$ cat config.mk
export PLATFORM = sky130hd
export DESIGN_NAME = touch_coordinate_average_calibrate_core
export DESIGN_NICKNAME = d
export VERILOG_FILES = /design/src/rtl/tcac_pkg.sv /design/src/rtl/touch_coordinate_average_calibrate_core.sv
export SDC_FILE = /design/constraint.sdc
export NUM_CORES = 2
export LEC_CHECK = 0
export ABC_CLOCK_PERIOD_IN_PS = 10800
export BUFFER_PORTS_ARGS = -buffer_cell sky130_fd_sc_hd__buf_2
export CORE_AREA = 2 2 362 364
export CTS_CLUSTER_SIZE = 10
export DETAILED_ROUTE_END_ITERATION = 8
export DIE_AREA = 0 0 364 366
export PLACE_DENSITY_LB_ADDON = 0.08
export SYNTH_ARGS = -nofsm -noshare
export SYNTH_HDL_FRONTEND = slang
export SYNTH_SLANG_ARGS = --single-unit
$ cat constraint.sdc
create_clock -name clk -period 10.8 [get_ports clk]
set_clock_uncertainty 0.05 [all_clocks]
set_input_delay 1.08 -clock clk [delete_from_list [all_inputs] [get_ports clk]]
set_output_delay 1.08 -clock clk [all_outputs]
set_load 0.05 [all_outputs]
$ cat src/rtl/tcac_pkg.sv
// shared types, constants and helper functions for the touch coordinate core
package tcac_pkg;

    // parameter defaults
    localparam int SAMPLES_DEF      = 10;
    localparam int PANEL_WIDTH_DEF  = 160;
    localparam int PANEL_HEIGHT_DEF = 128;

    // datapath widths, sized for the full parameter range
    localparam int RAW_W      = 16;
    localparam int SUM_W      = 20;
    localparam int CNT_W      = 4;
    localparam int PIX_W      = 13;
    localparam int OFS_W      = 15;
    localparam int DIV_W      = 27;
    localparam int DEN_W      = 16;
    localparam int ITER_W     = 5;
    localparam int COORD_W    = 16;
    localparam int STATUS_W   = 2;
    localparam int CFG_IDX_W  = 3;
    localparam int CFG_DATA_W = 16;
    localparam int RCP_W      = 28;
    localparam int MUL_W      = DIV_W + RCP_W;

    // raw converter window
    localparam logic [RAW_W-1:0] RAW_X_MIN = 16'd1500;
    localparam logic [RAW_W-1:0] RAW_X_MAX = 16'd31000;
    localparam logic [RAW_W-1:0] RAW_Y_MIN = 16'd3276;
    localparam logic [RAW_W-1:0] RAW_Y_MAX = 16'd30110;
    localparam logic [DEN_W-1:0] X_SPAN    = DEN_W'(RAW_X_MAX - RAW_X_MIN);
    localparam logic [DEN_W-1:0] Y_SPAN    = DEN_W'(RAW_Y_MAX - RAW_Y_MIN);

    // reciprocals for the pixel scaling, exact for any numerator below 2^DIV_W
    localparam int SCL_SHIFT = 42;
    localparam logic [RCP_W-1:0] X_RCP =
        RCP_W'(((64'd1 << SCL_SHIFT) + 64'(X_SPAN) - 64'd1) / 64'(X_SPAN));
    localparam logic [RCP_W-1:0] Y_RCP =
        RCP_W'(((64'd1 << SCL_SHIFT) + 64'(Y_SPAN) - 64'd1) / 64'(Y_SPAN));

    // configuration register indexes
    localparam logic [CFG_IDX_W-1:0] REG_CALIB_ENABLE   = 3'd0;
    localparam logic [CFG_IDX_W-1:0] REG_X_GAIN_DIVISOR = 3'd1;
    localparam logic [CFG_IDX_W-1:0] REG_X_OFFSET       = 3'd2;
    localparam logic [CFG_IDX_W-1:0] REG_Y_GAIN_DIVISOR = 3'd3;
    localparam logic [CFG_IDX_W-1:0] REG_Y_OFFSET       = 3'd4;

    // result status codes
    localparam logic [STATUS_W-1:0] STATUS_OK        = 2'd0;
    localparam logic [STATUS_W-1:0] STATUS_ABORT     = 2'd1;
    localparam logic [STATUS_W-1:0] STATUS_ZERO_GAIN = 2'd2;

    typedef enum logic [2:0] {
        ST_IDLE,
        ST_LOAD,
        ST_MUL,
        ST_DIV,
        ST_POST,
        ST_EMIT
    } state_t;

    typedef enum logic [2:0] {
        PH_AVG_X,
        PH_AVG_Y,
        PH_SCL_X,
        PH_SCL_Y,
        PH_COR_X,
        PH_COR_Y
    } phase_t;

    // clamp an average into its window and return the distance from the low edge
    function automatic logic [OFS_W-1:0] clamp_offset(
        input logic [RAW_W-1:0] avg,
        input logic [RAW_W-1:0] lo,
        input logic [RAW_W-1:0] hi
    );
        logic [RAW_W-1:0] c;
        logic [RAW_W-1:0] d;
        if (avg < lo)
        begin
            c = lo;
        end
        else if (avg > hi)
        begin
            c = hi;
        end
        else
        begin
            c = avg;
        end
        d = c - lo;
        return d[OFS_W-1:0];
    endfunction

    // apply quotient sign, add offset, saturate to int16
    function automatic logic signed [COORD_W-1:0] correct_sat(
        input logic [PIX_W-1:0]          q,
        input logic                      neg,
        input logic signed [COORD_W-1:0] off
    );
        logic signed [COORD_W+1:0] v;
        logic signed [COORD_W+1:0] s;
        logic signed [COORD_W-1:0] r;
        v = $signed((COORD_W+2)'(q));
        if (neg)
        begin
            v = -v;
        end
        s = v + (COORD_W+2)'(off);
        if (s > (COORD_W+2)'(32767))
        begin
            r = 16'sh7fff;
        end
        else if (s < -(COORD_W+2)'(32768))
        begin
            r = 16'sh8000;
        end
        else
        begin
            r = s[COORD_W-1:0];
        end
        return r;
    endfunction

endpackage

$ cat src/rtl/touch_coordinate_average_calibrate_core.sv
// touch coordinate averaging, window scaling and gain/offset calibration core
//
// input channel (in_valid/in_ready) carries pen_down, sample_x, sample_y.
// output channel (out_valid/out_ready) carries status, coord_x, coord_y.
// cfg_we/cfg_index/cfg_data write the calibration registers.
//
// a pen-down transfer is summed into the burst; the transfer that completes
// a burst of SAMPLES starts a sequence: average x and y, then scale x and y,
// each a constant divide on one shared reciprocal multiplier (load, multiply,
// post), then the gain divides for x and y on one restoring divider (load,
// 27 quotient steps, post). a gain divide is skipped when calibration is off
// or that gain is zero. a pen-up during a burst yields an abort result
// through the emit state; a pen-up with no burst yields nothing. in_ready is
// high only while the sequencer is idle. results sit in an output register;
// a stalled receiver holds that register and the core keeps accepting
// samples until a new result needs the register.
// reset clears the burst, the sequencer and the calibration registers (gains
// to one, offsets to zero, calibration off).
module touch_coordinate_average_calibrate_core
    import tcac_pkg::*;
#(
    parameter int SAMPLES      = SAMPLES_DEF,
    parameter int PANEL_WIDTH  = PANEL_WIDTH_DEF,
    parameter int PANEL_HEIGHT = PANEL_HEIGHT_DEF
)
(
    input  logic                        clk,
    input  logic                        rst_n,
    input  logic                        in_valid,
    output logic                        in_ready,
    input  logic                        pen_down,
    input  logic [RAW_W-1:0]            sample_x,
    input  logic [RAW_W-1:0]            sample_y,
    output logic                        out_valid,
    input  logic                        out_ready,
    output logic [STATUS_W-1:0]         status,
    output logic signed [COORD_W-1:0]   coord_x,
    output logic signed [COORD_W-1:0]   coord_y,
    input  logic                        cfg_we,
    input  logic [CFG_IDX_W-1:0]        cfg_index,
    input  logic [CFG_DATA_W-1:0]       cfg_data
);

    // reciprocal of SAMPLES, exact for any 20-bit sum
    localparam int AVG_SHIFT = SUM_W + $clog2(SAMPLES);
    localparam logic [RCP_W-1:0] AVG_RCP =
        RCP_W'(((64'd1 << AVG_SHIFT) + 64'(SAMPLES) - 64'd1) / 64'(SAMPLES));

    // configuration
    logic                       calib_reg;
    logic signed [COORD_W-1:0]  x_gain_reg;
    logic signed [COORD_W-1:0]  x_off_reg;
    logic signed [COORD_W-1:0]  y_gain_reg;
    logic signed [COORD_W-1:0]  y_off_reg;

    // control
    state_t                     state_reg, state_next;
    phase_t                     phase_reg, phase_next;
    logic [SUM_W-1:0]           sum_x_reg, sum_x_next;
    logic [SUM_W-1:0]           sum_y_reg, sum_y_next;
    logic [CNT_W-1:0]           count_reg, count_next;
    logic                       out_valid_reg, out_valid_next;

    // datapath
    logic [DIV_W-1:0]           quo_reg, quo_next;
    logic [DEN_W-1:0]           rem_reg, rem_next;
    logic [DEN_W-1:0]           den_reg, den_next;
    logic [ITER_W-1:0]          iter_reg, iter_next;
    logic [MUL_W-1:0]           mul_reg, mul_next;
    logic [OFS_W-1:0]           offx_reg, offx_next;
    logic [OFS_W-1:0]           offy_reg, offy_next;
    logic [PIX_W-1:0]           cx_reg, cx_next;
    logic [PIX_W-1:0]           cy_reg, cy_next;
    logic [STATUS_W-1:0]        res_status_reg, res_status_next;
    logic signed [COORD_W-1:0]  res_x_reg, res_x_next;
    logic signed [COORD_W-1:0]  res_y_reg, res_y_next;
    logic [STATUS_W-1:0]        out_status_reg, out_status_next;
    logic signed [COORD_W-1:0]  out_x_reg, out_x_next;
    logic signed [COORD_W-1:0]  out_y_reg, out_y_next;

    // shared helpers
    logic [CNT_W:0]             cnt_inc;
    logic                       burst_done;
    logic                       abort_hit;
    logic                       skip_x;
    logic                       skip_y;
    logic [DEN_W-1:0]           x_gain_mag;
    logic [DEN_W-1:0]           y_gain_mag;
    logic [DEN_W:0]             trial;
    logic [DEN_W:0]             diff;
    logic                       ge;
    logic [2*DEN_W-1:0]         prod_x;
    logic [2*DEN_W-1:0]         prod_y;
    logic [RCP_W-1:0]           rcp_sel;
    logic                       emit_fire;

    assign cnt_inc    = (CNT_W+1)'(count_reg) + (CNT_W+1)'(1);
    assign burst_done = cnt_inc >= (CNT_W+1)'(SAMPLES);
    assign abort_hit  = !pen_down && (count_reg != '0);
    assign skip_x     = !calib_reg || (x_gain_reg == '0);
    assign skip_y     = !calib_reg || (y_gain_reg == '0);
    assign x_gain_mag = x_gain_reg[COORD_W-1] ? DEN_W'(-x_gain_reg) : DEN_W'(x_gain_reg);
    assign y_gain_mag = y_gain_reg[COORD_W-1] ? DEN_W'(-y_gain_reg) : DEN_W'(y_gain_reg);

    // one restoring divide step
    assign trial = {rem_reg, quo_reg[DIV_W-1]};
    assign diff  = trial - (DEN_W+1)'(den_reg);
    assign ge    = trial >= (DEN_W+1)'(den_reg);

    assign prod_x = (2*DEN_W)'(offx_reg) * (2*DEN_W)'(PANEL_WIDTH);
    assign prod_y = (2*DEN_W)'(offy_reg) * (2*DEN_W)'(PANEL_HEIGHT);

    // constant divisor of the current phase, as a reciprocal
    assign rcp_sel = (phase_reg == PH_SCL_X) ? X_RCP :
                     (phase_reg == PH_SCL_Y) ? Y_RCP : AVG_RCP;

    assign emit_fire = (state_reg == ST_EMIT) && (!out_valid_reg || out_ready);

    assign in_ready  = (state_reg == ST_IDLE);
    assign out_valid = out_valid_reg;
    assign status    = out_status_reg;
    assign coord_x   = out_x_reg;
    assign coord_y   = out_y_reg;

    // configuration writes
    always_ff @(posedge clk or negedge rst_n)
    begin
        if (!rst_n)
        begin
            calib_reg  <= 1'b0;
            x_gain_reg <= 16'sd1;
            x_off_reg  <= '0;
            y_gain_reg <= 16'sd1;
            y_off_reg  <= '0;
        end
        else if (cfg_we)
        begin
            unique case (cfg_index)
                REG_CALIB_ENABLE:   calib_reg  <= cfg_data[0];
                REG_X_GAIN_DIVISOR: x_gain_reg <= $signed(cfg_data);
                REG_X_OFFSET:       x_off_reg  <= $signed(cfg_data);
                REG_Y_GAIN_DIVISOR: y_gain_reg <= $signed(cfg_data);
                REG_Y_OFFSET:       y_off_reg  <= $signed(cfg_data);
                default:            ;
            endcase
        end
    end

    // next state
    always_comb
    begin
        state_next = state_reg;
        unique case (state_reg)
            ST_IDLE:
            begin
                if (in_valid)
                begin
                    if (abort_hit)
                    begin
                        state_next = ST_EMIT;
                    end
                    else if (pen_down && burst_done)
                    begin
                        state_next = ST_LOAD;
                    end
                end
            end
            ST_LOAD:
            begin
                if (phase_reg == PH_COR_X && skip_x)
                begin
                    state_next = ST_LOAD;
                end
                else if (phase_reg == PH_COR_Y && skip_y)
                begin
                    state_next = ST_EMIT;
                end
                else if (phase_reg == PH_COR_X || phase_reg == PH_COR_Y)
                begin
                    state_next = ST_DIV;
                end
                else
                begin
                    state_next = ST_MUL;
                end
            end
            ST_MUL:
            begin
                state_next = ST_POST;
            end
            ST_DIV:
            begin
                if (iter_reg == '0)
                begin
                    state_next = ST_POST;
                end
            end
            ST_POST:
            begin
                state_next = (phase_reg == PH_COR_Y) ? ST_EMIT : ST_LOAD;
            end
            ST_EMIT:
            begin
                if (emit_fire)
                begin
                    state_next = ST_IDLE;
                end
            end
            default: state_next = ST_IDLE;
        endcase
    end

    // datapath and outputs
    always_comb
    begin
        phase_next      = phase_reg;
        sum_x_next      = sum_x_reg;
        sum_y_next      = sum_y_reg;
        count_next      = count_reg;
        quo_next        = quo_reg;
        rem_next        = rem_reg;
        den_next        = den_reg;
        iter_next       = iter_reg;
        mul_next        = mul_reg;
        offx_next       = offx_reg;
        offy_next       = offy_reg;
        cx_next         = cx_reg;
        cy_next         = cy_reg;
        res_status_next = res_status_reg;
        res_x_next      = res_x_reg;
        res_y_next      = res_y_reg;
        out_valid_next  = out_valid_reg && !out_ready;
        out_status_next = out_status_reg;
        out_x_next      = out_x_reg;
        out_y_next      = out_y_reg;

        unique case (state_reg)
            ST_IDLE:
            begin
                if (in_valid)
                begin
                    if (abort_hit)
                    begin
                        sum_x_next      = '0;
                        sum_y_next      = '0;
                        count_next      = '0;
                        res_status_next = STATUS_ABORT;
                        res_x_next      = '0;
                        res_y_next      = '0;
                    end
                    else if (pen_down)
                    begin
                        sum_x_next = sum_x_reg + SUM_W'(sample_x);
                        sum_y_next = sum_y_reg + SUM_W'(sample_y);
                        if (burst_done)
                        begin
                            count_next      = '0;
                            phase_next      = PH_AVG_X;
                            res_status_next = STATUS_OK;
                        end
                        else
                        begin
                            count_next = cnt_inc[CNT_W-1:0];
                        end
                    end
                end
            end
            ST_LOAD:
            begin
                rem_next  = '0;
                iter_next = ITER_W'(DIV_W - 1);
                unique case (phase_reg)
                    PH_AVG_X:
                    begin
                        quo_next = DIV_W'(sum_x_reg);
                    end
                    PH_AVG_Y:
                    begin
                        quo_next = DIV_W'(sum_y_reg);
                    end
                    PH_SCL_X:
                    begin
                        quo_next = prod_x[DIV_W-1:0];
                    end
                    PH_SCL_Y:
                    begin
                        quo_next = prod_y[DIV_W-1:0];
                    end
                    PH_COR_X:
                    begin
                        quo_next = DIV_W'(cx_reg);
                        den_next = x_gain_mag;
                        if (skip_x)
                        begin
                            // uncorrected value passes, flagged when calibration is on and the gain is zero
                            res_x_next = COORD_W'(cx_reg);
                            phase_next = PH_COR_Y;
                            if (calib_reg)
                            begin
                                res_status_next = STATUS_ZERO_GAIN;
                            end
                        end
                    end
                    PH_COR_Y:
                    begin
                        quo_next = DIV_W'(cy_reg);
                        den_next = y_gain_mag;
                        if (skip_y)
                        begin
                            res_y_next = COORD_W'(cy_reg);
                            if (calib_reg)
                            begin
                                res_status_next = STATUS_ZERO_GAIN;
                            end
                        end
                    end
                    default: ;
                endcase
            end
            ST_MUL:
            begin
                mul_next = MUL_W'(quo_reg) * MUL_W'(rcp_sel);
            end
            ST_DIV:
            begin
                rem_next  = ge ? diff[DEN_W-1:0] : trial[DEN_W-1:0];
                quo_next  = {quo_reg[DIV_W-2:0], ge};
                iter_next = iter_reg - ITER_W'(1);
            end
            ST_POST:
            begin
                unique case (phase_reg)
                    PH_AVG_X:
                    begin
                        offx_next  = clamp_offset(mul_reg[AVG_SHIFT +: RAW_W], RAW_X_MIN,
                                                  RAW_X_MAX);
                        phase_next = PH_AVG_Y;
                    end
                    PH_AVG_Y:
                    begin
                        offy_next  = clamp_offset(mul_reg[AVG_SHIFT +: RAW_W], RAW_Y_MIN,
                                                  RAW_Y_MAX);
                        sum_x_next = '0;
                        sum_y_next = '0;
                        phase_next = PH_SCL_X;
                    end
                    PH_SCL_X:
                    begin
                        cx_next    = mul_reg[SCL_SHIFT +: PIX_W];
                        phase_next = PH_SCL_Y;
                    end
                    PH_SCL_Y:
                    begin
                        cy_next    = mul_reg[SCL_SHIFT +: PIX_W];
                        phase_next = PH_COR_X;
                    end
                    PH_COR_X:
                    begin
                        res_x_next = correct_sat(quo_reg[PIX_W-1:0], x_gain_reg[COORD_W-1],
                                                 x_off_reg);
                        phase_next = PH_COR_Y;
                    end
                    PH_COR_Y:
                    begin
                        res_y_next = correct_sat(quo_reg[PIX_W-1:0], y_gain_reg[COORD_W-1],
                                                 y_off_reg);
                    end
                    default: ;
                endcase
            end
            ST_EMIT:
            begin
                if (emit_fire)
                begin
                    out_valid_next  = 1'b1;
                    out_status_next = res_status_reg;
                    out_x_next      = res_x_reg;
                    out_y_next      = res_y_reg;
                end
            end
            default: ;
        endcase
    end

    // control registers
    always_ff @(posedge clk or negedge rst_n)
    begin
        if (!rst_n)
        begin
            state_reg     <= ST_IDLE;
            phase_reg     <= PH_AVG_X;
            sum_x_reg     <= '0;
            sum_y_reg     <= '0;
            count_reg     <= '0;
            out_valid_reg <= 1'b0;
        end
        else
        begin
            state_reg     <= state_next;
            phase_reg     <= phase_next;
            sum_x_reg     <= sum_x_next;
            sum_y_reg     <= sum_y_next;
            count_reg     <= count_next;
            out_valid_reg <= out_valid_next;
        end
    end

    // payload registers
    always_ff @(posedge clk)
    begin
        quo_reg        <= quo_next;
        rem_reg        <= rem_next;
        den_reg        <= den_next;
        iter_reg       <= iter_next;
        mul_reg        <= mul_next;
        offx_reg       <= offx_next;
        offy_reg       <= offy_next;
        cx_reg         <= cx_next;
        cy_reg         <= cy_next;
        res_status_reg <= res_status_next;
        res_x_reg      <= res_x_next;
        res_y_reg      <= res_y_next;
        out_status_reg <= out_status_next;
        out_x_reg      <= out_x_next;
        out_y_reg      <= out_y_next;
    end

    // the burst counter never holds a full burst
    assert property (@(posedge clk) disable iff (!rst_n)
        (CNT_W+1)'(count_reg) < (CNT_W+1)'(SAMPLES))
        else $error("burst count reached SAMPLES");

    // the divider never runs on a zero divisor
    assert property (@(posedge clk) disable iff (!rst_n)
        (state_reg == ST_DIV) |-> (den_reg != '0))
        else $error("divide step with zero divisor");

    // a pen-up inside a burst goes straight to an abort result
    assert property (@(posedge clk) disable iff (!rst_n)
        (in_valid && in_ready && abort_hit) |=>
            (state_reg == ST_EMIT && res_status_reg == STATUS_ABORT && count_reg == '0))
        else $error("abort transfer not reported");

    // a new result only comes from the emit state
    assert property (@(posedge clk) disable iff (!rst_n)
        $rose(out_valid_reg) |-> $past(state_reg == ST_EMIT))
        else $error("result appeared outside emit");

endmodule

==> flow_summary.yaml <==
status:
  status: "finished, final reports clean"
cells_and_area:
  fill_cells: 13400
  instances_no_fill: 5682
  nNetsFinal: 4871
  syn2layout_area_growth_pct: 10.7
  largest_reg_flops: 29
  drive_above_1_share_pct: 8.02
synthesis:
  yosysTopAreaCell: "fa_1"
  synth_area_leaders: "fa_1, edfxtp_1, ha_1, inv_1, dfrtp_1"
  yosys.cell_types.count: 80
  netlist.area_leader.share_pct: 27.6
  synth_edf_count: 217
  synth-warning-count: 0
  synth_seq_cells: 333
  syn-num-nets: 4794
  ys_seq_area_share_pct: 24.4
  synth_area_um2: 38600
  async_reset_ff_share_pct: 34.8
  syn_area_per_cell_um2: 10.1
  ys.flop_type: "edfxtp_1"
  synthCells: 3827
setup_path:
  critical_path_peak_fanout: 23
  endpoint_kind: "flip-flop"
  max_stage_delay_ns: 0.92
  crit_type: "reg2reg"
  cp.arrival_ns: 10.25
  start_kind: "flip-flop"
  cp_top_family: "adder cells"
  cp_common_cell: "fa_1"
  worst_ep_required_time_ns: 11.08
  path_buf_inv: 6
  cp_slowest_cell: "nand2_1"
clock_tree:
  htreeDepth: 2
  cts-buffers-inserted: 45
  post_cts_buffers: 0
  root_buffer: "clkbuf_16"
  cts_tree: "done"
  worst_skew_pair.late_latency_ns: 0.61
  clk_path_buf_depth: 3
  post_cts_resized: 0
  cts_sinks: 333
  ctsHoldBuffers: 0
  clk_pin_slew_worst_paths_ns: 0.06
detailed_routing:
  num_vias: 27400
  dr.pass1.iters: 5
  wl_per_cell_um: 23.8
  drt_iter0_drc: 1969
  drt-vias-per-instance: 4.83
  wirelength_um: 135000
  drcViolationCount: 0
  ant_nets: 0
floorplanning:
  ioPinCount: 93
  die_y_um: 366
  die_area_um2: 133000
  num_rows: 132
  core_area_um2: 129000
  die_w_um: 364
  initial_utilization_pct: 29.9
placement:
  io_buffers: 92
  gp_congestion: 0.934
  place_inst: 5599
  hpwlAfterDp_um: 114000
timing:
  hold_violations: 0
  setup_tns_ns: 0
  fmax_mhz: 100
  finalCriticalPeriod_ns: 9.97
  final_max_slew_viol_count: 0
  tightest_slew_ns: 1.24
  setup_viol: 0
  maxSlewHeadroom_pct: 17.0
  rsz0062_at_grt: "false"
  fin_crit_sh_pct: 92.3
pwr:
  vdd_drop_max_uv: 143
  p_per_area_nw_per_um2: 89.3
  totalPowerFinal_mw: 3.82
  p_leak_nw: 20.1
global_route:
  grt_overflow: 0
  grt_pass1_wl_um: 201000
  grt_use_total_pct: 20.7
  grt_max_degree: 62
  grt_pass1_vias: 28900
  antenna_found_initial: 2
worst_hold_path:
  hp-class: "reg2reg"
job:
  maxCapViolCount: 0
-- metrics by stage --
stage,hold slack [ns],setup WS (ns),utilization [%],area (um^2)
final,0.368,0.831,33.1,42700
after global routing,0.371,0.289,33.1,42700
after CTS,0.371,0.798,33.1,42700
after detailed placement,0.357,0.816,31.9,41200
after global placement,0.354,0.863,31.9,41200
after floorplan,0.350,2.69,-,38600
-- power by group --
group          internal (mW)  switching, mW  leakage, nW
logic                  0.353          0.446         16.2
clock network          0.935          0.614        0.724
registers               1.41         0.0567         3.26
total                   2.70           1.12         20.1
-- layout make-up --
| type | count | area (um^2) | share of cell area (%) |
|---|---|---|---|
| Antenna cell | 2 | 5.00 | 0.0117 |
| Multi-Input combinational cell | 2587 | 25800 | 60.4 |
| Sequential cell | 333 | 9420 | 22.1 |
| Timing Repair Buffer | 140 | 823 | 1.93 |
| Tap cell | 1742 | 2180 | 5.10 |
| Inverter | 797 | 2990 | 7.00 |
| Clock inverter | 14 | 239 | 0.559 |
| Clock buffer | 67 | 1270 | 2.97 |
-- logic make-up (layout without fill, tap and decap cells) --
group	count (synthesis)	count (layout)	synth area share [%]
DFF	333	333	24.4
and+or+nand+nor	789	789	9.37
buffers and inverters	907	1018	8.86
xor gates and xnor gates	176	176	4.04
other	0	2	0
muxes	102	102	3.06
adders and majority gates	910	910	39.9
AOI/OAI and AO/OA	610	610	10.4
-- worst paths after layout --
kind	from	to	slack (ns)	cells after the start
setup / recovery	phase_reg[2]$_DFFE_PN0P_	mul_reg[54]$_DFFE_PP_	0.83	26
hold / removal	res_y_reg[12]$_DFFE_PP_	coord_y[12]$_DFFE_PP_	0.37	0
setup reg to reg	phase_reg[2]$_DFFE_PN0P_	mul_reg[54]$_DFFE_PP_	0.83	26
hold reg to reg	res_y_reg[12]$_DFFE_PP_	coord_y[12]$_DFFE_PP_	0.37	0
max in group asynchronous	rst_n	x_off_reg[12]$_DFFE_PN0P_	8.69	2
min in group asynchronous	rst_n	count_reg[1]$_DFFE_PN0P_	0.55	1
-- per-layer routing --
layer / vias up / wire length [um] / GRT usage [%]
li1: 12700 / - / -
met1: 14000 / 63100 / 29.9
met2: 664 / 62200 / 32.8
met3: 112 / 6860 / 2.73
met4: 2 / 3010 / 4.63
met5: - / 13 / 0
-- synthesized netlist by cell type, types with 7 or more instances --
library cell / instances
inv_1: 795
fa_1: 532
ha_1: 378
nand2_1: 324
edfxtp_1: 217
nor2_1: 189
o21ai_0: 165
a21oi_1: 139
xnor2_1: 119
dfrtp_1: 114
clkbuf_1: 95
mux2_2: 66
xor2_1: 56
a21o_1: 55
nand3_1: 40
nor3_1: 34
mux2i_1: 30
nand2b_1: 30
and2_1: 29
nor2b_1: 26
a221o_1: 25
o31ai_1: 23
and3_1: 22
a211oi_1: 21
o211ai_1: 20
o21a_1: 20
o21bai_1: 20
nand4_1: 18
a31oi_1: 16
or3_1: 16
nor4_1: 15
or2_2: 14
a221oi_1: 13
buf_1: 10
o41ai_1: 10
or4_1: 10
a211o_1: 9
a22o_1: 8
a21boi_0: 7
a22oi_1: 7
-- cell usage in the layout (no fill, tap or decap), types with 113 or more instances in the layout --
master      n
fa_1      532
dfrtp_1   113
nand2_1   322
inv_1     795
o21ai_0   164
nor2_1    187
a21oi_1   139
ha_1      378
xnor2_1   119
edfxtp_1  217
Power figures use the tool's default switching activity.
